==> src/rtl/c2csr_pkg.sv <==
// Package for the COO to CSR row pointer builder: payload structs, status and
// register index codes, and the fixed limits. No dependencies.
`default_nettype none

package c2csr_pkg;

   localparam int unsigned MAX_ROWS    = 1024;
   localparam int unsigned MAX_COLS    = 1024;
   localparam int unsigned MAX_ENTRIES = 65536;

   localparam int unsigned IDX_W = 10;
   localparam int unsigned REG_W = 11;
   localparam int unsigned CNT_W = 17;
   localparam int unsigned VAL_W = 64;

   // previous row value meaning "no row seen yet in this matrix"
   localparam logic [REG_W-1:0] NO_ROW = '1;

   localparam logic KIND_ENTRY = 1'b0;
   localparam logic KIND_RUN   = 1'b1;

   typedef enum logic [2:0] {
      ST_OK        = 3'd0,
      ST_ROW_DEC   = 3'd1,
      ST_COL_ORDER = 3'd2,
      ST_RANGE     = 3'd3,
      ST_OVERFLOW  = 3'd4
   } status_type;

   typedef enum logic [0:0] {
      CSR_NUM_ROWS = 1'b0,
      CSR_NUM_COLS = 1'b1
   } csr_index_type;

   typedef struct packed {
      logic [IDX_W-1:0] row;
      logic [IDX_W-1:0] column;
      logic [VAL_W-1:0] value;
      logic             last;
   } req_type;

   typedef struct packed {
      logic             kind;
      logic [REG_W-1:0] row_first;
      logic [REG_W-1:0] row_last;
      logic [CNT_W-1:0] pointer;
      logic [IDX_W-1:0] out_column;
      logic [VAL_W-1:0] out_value;
      logic [2:0]       status;
      logic             final_res;
   } rsp_type;

endpackage

`default_nettype wire

==> src/rtl/coo_to_csr_row_pointer_builder.sv <==
// Top level of the COO to CSR row pointer builder: input register, result
// sequencing and output register. Depends on c2csr_pkg.
//
// Usage: entries arrive on req_ (row, column, value, last) in coordinate order.
// For each entry the block returns on rsp_, in order: a row pointer run if the
// row advances, the entry result (or an error status if it is dropped), and a
// trailing run closing the matrix if last is set. csr_ writes the row count
// (index 0) and the column count (index 1); it is always ready, and the user
// must write it only while the block is idle; the block does not enforce this.
// An entry passes through the input register and then the output register to
// rsp_. The output register gives one result per cycle while the receiver
// takes them; an entry causes one to three results, and a new entry can be
// taken while the last result of the one before is loaded, so entries with
// one result follow every cycle unless the receiver stalls.
// A stalled receiver holds the output register, then the input register, then
// req_ready drops. Reset clears the valid flags of both registers, the previous
// row, column and entry count, and sets both count registers to 1024.
`default_nettype none

module coo_to_csr_row_pointer_builder (
   input  wire logic                        clock,
   input  wire logic                        reset,
   input  wire logic                        req_valid,
   output logic                             req_ready,
   input  wire c2csr_pkg::req_type          req_data,
   output logic                             rsp_valid,
   input  wire logic                        rsp_ready,
   output c2csr_pkg::rsp_type               rsp_data,
   input  wire logic                        csr_valid,
   output logic                             csr_ready,
   input  wire c2csr_pkg::csr_index_type    csr_index,
   input  wire logic [c2csr_pkg::REG_W-1:0] csr_data
);
   import c2csr_pkg::*;

   logic [REG_W-1:0] num_rows_ff, num_cols_ff;
   logic [REG_W-1:0] prev_row_ff, prev_row_in;
   logic [IDX_W-1:0] prev_col_ff, prev_col_in;
   logic [CNT_W-1:0] count_ff, count_in;

   logic             item_valid_ff, item_valid_in;
   req_type          item_ff, item_in;
   logic [1:0]       slot_ff, slot_in;

   logic             rsp_valid_ff, rsp_valid_in;
   rsp_type          rsp_ff, rsp_in;

   logic [REG_W-1:0] rc, cc;
   logic [REG_W-1:0] row_x, col_x, run_first, tail_prev, tail_first, tail_last;
   logic [CNT_W-1:0] tail_count;
   logic             have, ok, advance, load, done;
   logic [1:0]       sel;
   status_type       status;
   rsp_type          res_run, res_entry, res_tail;

   // clamp registers to 1..max
   always_comb begin
      if (num_rows_ff == '0) begin
         rc = REG_W'(1);
      end else if (num_rows_ff > REG_W'(MAX_ROWS)) begin
         rc = REG_W'(MAX_ROWS);
      end else begin
         rc = num_rows_ff;
      end
      if (num_cols_ff == '0) begin
         cc = REG_W'(1);
      end else if (num_cols_ff > REG_W'(MAX_COLS)) begin
         cc = REG_W'(MAX_COLS);
      end else begin
         cc = num_cols_ff;
      end
   end

   assign row_x = {1'b0, item_ff.row};
   assign col_x = {1'b0, item_ff.column};
   assign have  = (prev_row_ff != NO_ROW);

   always_comb begin
      if (row_x >= rc || col_x >= cc) begin
         status = ST_RANGE;
      end else if (have && row_x < prev_row_ff) begin
         status = ST_ROW_DEC;
      end else if (have && row_x == prev_row_ff && item_ff.column <= prev_col_ff) begin
         status = ST_COL_ORDER;
      end else if (count_ff >= CNT_W'(MAX_ENTRIES)) begin
         status = ST_OVERFLOW;
      end else begin
         status = ST_OK;
      end
   end

   assign ok        = (status == ST_OK);
   assign advance   = ok && (!have || row_x > prev_row_ff);
   assign run_first = have ? prev_row_ff + REG_W'(1) : '0;

   // state as it stands after this entry, for the trailing run
   assign tail_prev  = ok ? row_x : prev_row_ff;
   assign tail_count = ok ? count_ff + CNT_W'(1) : count_ff;
   assign tail_first = (tail_prev != NO_ROW) ? tail_prev + REG_W'(1) : '0;
   assign tail_last  = (rc >= tail_first) ? rc : tail_first;

   always_comb begin
      res_run            = '0;
      res_run.kind       = KIND_RUN;
      res_run.row_first  = run_first;
      res_run.row_last   = row_x;
      res_run.pointer    = count_ff;

      res_entry            = '0;
      res_entry.kind       = KIND_ENTRY;
      res_entry.status     = status;
      res_entry.out_column = ok ? item_ff.column : '0;
      res_entry.out_value  = ok ? item_ff.value : '0;

      res_tail           = '0;
      res_tail.kind      = KIND_RUN;
      res_tail.row_first = tail_first;
      res_tail.row_last  = tail_last;
      res_tail.pointer   = tail_count;
      res_tail.final_res = 1'b1;
   end

   // slot 0 run, slot 1 entry, slot 2 trailing run; skip an absent run
   assign sel  = (slot_ff == 2'd0 && !advance) ? 2'd1 : slot_ff;
   assign done = (sel == 2'd2) || (sel == 2'd1 && !item_ff.last);
   assign load = item_valid_ff && (!rsp_valid_ff || rsp_ready);

   assign req_ready = !item_valid_ff || (load && done);
   assign csr_ready = 1'b1;
   assign rsp_valid = rsp_valid_ff;
   assign rsp_data  = rsp_ff;

   always_comb begin
      item_valid_in = item_valid_ff;
      item_in       = item_ff;
      slot_in       = slot_ff;
      rsp_valid_in  = rsp_valid_ff;
      rsp_in        = rsp_ff;
      prev_row_in   = prev_row_ff;
      prev_col_in   = prev_col_ff;
      count_in      = count_ff;

      if (rsp_valid_ff && rsp_ready) begin
         rsp_valid_in = 1'b0;
      end

      if (load) begin
         rsp_valid_in = 1'b1;
         case (sel)
            2'd0:    rsp_in = res_run;
            2'd1:    rsp_in = res_entry;
            2'd2:    rsp_in = res_tail;
            default: rsp_in = res_entry;
         endcase
         if (done) begin
            item_valid_in = 1'b0;
            slot_in       = 2'd0;
            if (item_ff.last) begin
               prev_row_in = NO_ROW;
               prev_col_in = '0;
               count_in    = '0;
            end else if (ok) begin
               prev_row_in = row_x;
               prev_col_in = item_ff.column;
               count_in    = count_ff + CNT_W'(1);
            end
         end else begin
            slot_in = sel + 2'd1;
         end
      end

      if (req_valid && req_ready) begin
         item_valid_in = 1'b1;
         item_in       = req_data;
         slot_in       = 2'd0;
      end
   end

   always_ff @(posedge clock) begin
      if (reset) begin
         num_rows_ff   <= REG_W'(1024);
         num_cols_ff   <= REG_W'(1024);
         prev_row_ff   <= NO_ROW;
         prev_col_ff   <= '0;
         count_ff      <= '0;
         item_valid_ff <= 1'b0;
         slot_ff       <= 2'd0;
         rsp_valid_ff  <= 1'b0;
      end else begin
         if (csr_valid && csr_ready) begin
            case (csr_index)
               CSR_NUM_ROWS: num_rows_ff <= csr_data;
               CSR_NUM_COLS: num_cols_ff <= csr_data;
               default:      num_rows_ff <= num_rows_ff;
            endcase
         end
         prev_row_ff   <= prev_row_in;
         prev_col_ff   <= prev_col_in;
         count_ff      <= count_in;
         item_valid_ff <= item_valid_in;
         slot_ff       <= slot_in;
         rsp_valid_ff  <= rsp_valid_in;
      end
   end

   always_ff @(posedge clock) begin
      item_ff <= item_in;
      rsp_ff  <= rsp_in;
   end

   // a final result is always a pointer run
   a_final_is_run: assert property (@(posedge clock) disable iff (reset)
      rsp_valid && rsp_data.final_res |-> rsp_data.kind == KIND_RUN)
      else $error("final result that is not a run");

   // closing a matrix clears the tracking state
   a_close_clears: assert property (@(posedge clock) disable iff (reset)
      load && done && item_ff.last |=> prev_row_ff == NO_ROW && count_ff == '0)
      else $error("matrix state not cleared after final entry");

   // the entry count never passes the limit
   a_count_bound: assert property (@(posedge clock) disable iff (reset)
      count_ff <= CNT_W'(MAX_ENTRIES))
      else $error("entry count above limit");

   // the sequencing slot never rests on an absent trailing run
   a_slot_valid: assert property (@(posedge clock) disable iff (reset)
      item_valid_ff && slot_ff == 2'd2 |-> item_ff.last)
      else $error("trailing slot selected without last");

endmodule

`default_nettype wire

==> config.mk <==
export PLATFORM = sky130hd
export DESIGN_NAME = coo_to_csr_row_pointer_builder
export DESIGN_NICKNAME = d
export VERILOG_FILES = /design/src/rtl/c2csr_pkg.sv /design/src/rtl/coo_to_csr_row_pointer_builder.sv
export SDC_FILE = /design/constraint.sdc
export NUM_CORES = 1
export LEC_CHECK = 0
export ABC_AREA = 1
export BUFFER_PORTS_ARGS = -buffer_cell sky130_fd_sc_hd__buf_2
export CAP_MARGIN = 20
export CORE_UTILIZATION = 50
export CTS_CLUSTER_DIAMETER = 150
export DETAILED_ROUTE_END_ITERATION = 8
export PLACE_DENSITY = 0.78
export SYNTH_ARGS = -nofsm -noshare
export SYNTH_HDL_FRONTEND = slang
export SYNTH_SLANG_ARGS = --single-unit
==> constraint.sdc <==
create_clock -name clock -period 5.27 [get_ports clock]
set_input_delay 0.2635 -clock clock [delete_from_list [all_inputs] [get_ports clock]]
set_output_delay 0.2635 -clock clock [all_outputs]
set_load 0.03 [all_outputs]
==> impl_metrics.csv <==
group,metric,value,unit
placed_design,port_buffers,221,
synth,muxShareOfSynthArea,0,
cells_and_area,regArea,7380,um2
cells_and_area,final_nets,1705,
clocking,cts_tree,"built",
floorplanning,pin_count,223,
grt,grtUsageTotal,0.269,
clocking,clockBufferDepth,3,
detailed_routing,drtIter0Drc,1129,
critical_path,cp.required,5.56,ns
synth,synth-compound-area-share,0.0875,
clocking,clock_latency,0.54,ns
synth,synthXorXnorAreaFrac,0.0151,
synth,ys_ff_latch,267,
synth,synth-edff-count,203,
floorplanning,start_util,0.513,
detailed_routing,wl,34800,um
clocking,path_clk_slew,0.06,ns
worst_hold_path,min_path_type,"primary input to flip-flop",
grt,antenna_found_initial,0,
sta,rsz0062_at_grt,"true",
floorplanning,die_area,24900,um2
critical_path,max_stage_delay,0.31,ns
power,irDropWorstVdd,0.299,mV
grt,grt_overflow,0,
clocking,cts.sinks,267,
sta,slew_headroom,0.332,
clocking,htreeDepth,1,
power,p_leak,6.72,nW
cells_and_area,final_cells,1890,
sta,final.min_clock_period,5.13,ns
detailed_routing,drc_errors,0,
floorplanning,coreArea,23700,um2
critical_path,worstPathArrival,5.42,ns
synth,synth_top_family_by_area,"simple AND/OR/NAND/NOR gates",
synth,ys_types,44,
detailed_routing,final_antenna_net_count,0,
synth,yosysWarnings,0,
detailed_routing,wire_per_inst,18.4,um
cells_and_area,antenna_cells,0,
synth,yosys_most_used_dff,"edfxtp_1",
status,status,"finished clean",
clocking,ctsRootBufferMaster,"clkbuf_16",
cells_and_area,n_fill_cell,1672,
critical_path,cp_slowest_cell,"dfxtp_1",
cells_and_area,final_cell_mix,"nand2_1, buf_2, edfxtp_1, nor2_1, inv_1",
cells_and_area,mostFrequentLayoutCell,"nand2_1",
sta,post-route-period-util,0.974,
synth,synth_top_area_share,0.502,
sta,whs,0.0229,ns
critical_path,critPathCaptureType,"flip-flop",
synth,synth_area,12100,um2
critical_path,cp-start-kind,"flip-flop",
synth,async_reset_ff_frac,0,
detailed_routing,viasPerCell,5.40,
placed_design,place_inst,1719,
detailed_routing,dr.pass1.iters,6,
detailed_routing,vias,10200,
sta,worst_pin_slew,1.00,ns
floorplanning,row_count,56,
sta,fin_skew,0.0129,ns
sta,finalHoldViolCount,0,
cells_and_area,multiInputGateArea,4640,um2
synth,synth_adder_area_share,0.0556,
placed_design,place_congestion,0.962,
placed_design,dp_hpwl,21600,um
floorplanning,die_x,158,um
grt,grt_pass1_vias,9707,
synth,synth_top_cells_by_area,"edfxtp_1, dfxtp_1, nand2_1, ha_1, nor2_1",
cells_and_area,layout-drive-gt1-share,0.265,
synth,yosys.area.top_type,"edfxtp_1",
cells_and_area,utilization,0.686,
synth,seq_area_frac_synth,0.607,
synth,synth_cells,1209,
grt,grt_pass1_wl,51400,um
grt,grt_max_degree,85,
synth,syn_nets,1365,
power,cellPowerDensity,501,nW/um2
sta,max_freq,195,MHz
job,max-cap-violations,0,
synth,synthSimpleGateAreaFrac,0.181,
cells_and_area,area_delta_synth_final,33.6,%
sta,setup_viol,0,
floorplanning,die_h,158,um
sta,final_max_slew_viol_count,0,
critical_path,path_class,"flip-flop to flip-flop",
synth,syn-mean-instance-area,10.0,um2
critical_path,path_max_fanout,8,
clocking,cts_buffers,28,
## synth_stat cells (6+ instances only)
cell type  number
ha_1           54
dfxtp_1        64
xor2_1         18
a21oi_1        47
inv_1         108
o211ai_1       12
buf_1           7
nand3_1        37
o21ai_1        16
nor2_1        158
edfxtp_1      203
nor2_2          7
inv_2           6
clkbuf_1       30
o21ai_0        74
nand2_1       257
nor3_1         16
nand3_2         7
o22ai_1        23
nand4_1        20
## per-stage QoR
stage	TNS [ns]	setup slack (ns)	power [W]	instance area [um2]
detailed placement	-0.577	-0.112	0.00530	13600
floorplan	0	0.289	0.00453	12200
finish	0	0.136	0.00814	16200
CTS	0	0.00593	0.00746	15500
global route	-1.23	-0.146	0.00853	16200
global placement	0	0.110	0.00529	13600
## logic make-up (layout without fill, tap and decap cells)
kind of cell | Yosys count | after routing
buf+inv | 163 | 525
other cells | 1 | 1
flops | 267 | 267
simple gates | 517 | 517
xor+xnor | 21 | 21
compound gates | 186 | 186
fa+ha+maj | 54 | 54
## repair_timing
action / 4_1_cts / 5_1_grt
pin swaps: 1 / 31
cloned: 0 / 3
hold buffers: 90 / 0
gates resized for setup: 5 / 103
setup buffers: 1 / 25
endpoints found under the setup margin: 11 / 11
endpoints found under the hold margin: 91 / 0
## cell type report
cell class	instances	area share
flip-flops and latches	267	0.454
multi-input cells	779	0.286
repair buffers	357	0.148
clock buffers	31	0.0452
inverters	115	0.0273
well taps	319	0.0246
clock inverters	21	0.0150
repair inverters	1	0.000231
## sequential cells by signal, summed over array words and instances (netlist names)
name,cells
item_valid_ff,1
rsp_data,118
prev_row_ff,11
slot_ff,2
rsp_valid,1
item_ff,75
count_ff,17
num_cols_ff,11
prev_col_ff,10
col_x,10
num_rows_ff,11
## path summary, 6_finish.rpt
check | slack (ns) | cells after the start | start | endpoint
min reg2reg | 0.47 | 2 | prev_col_ff[8] | prev_col_ff[8]
max reg2reg | 0.14 | 33 | num_rows_ff[6] | rsp_data[97]
max | 0.14 | 33 | num_rows_ff[6] | rsp_data[97]
min | 0.02 | 3 | csr_data[0] | num_cols_ff[0]
## metal layers
layer  up-vias  global-route usage  wire length, um
met5         -                   0                0
met4         0              0.0860             1010
met3        73              0.0528             3080
met2       505               0.465            17100
li1       4799                   -                -
met1      4825               0.337            13600
## power by group
part / internal, W / total (W) / switching [W] / leakage (nW)
combinational: 0.00116 / 0.00333 / 0.00217 / 3.77
clock: 0.00125 / 0.00208 / 0.000835 / 0.470
sequential: 0.00260 / 0.00273 / 0.000124 / 2.48
## worst max-delay path: cells and delay by family (launching register included)
family | cells | cell delay, ns
flip-flops | 1 | 0.31
buffers and inverters | 4 | 0.44
adder cells (fa/ha/maj) | 3 | 0.64
AND/OR/NAND/NOR | 21 | 2.60
AO/OA/AOI/OAI | 5 | 0.88
(Power assumes the default switching activity.)
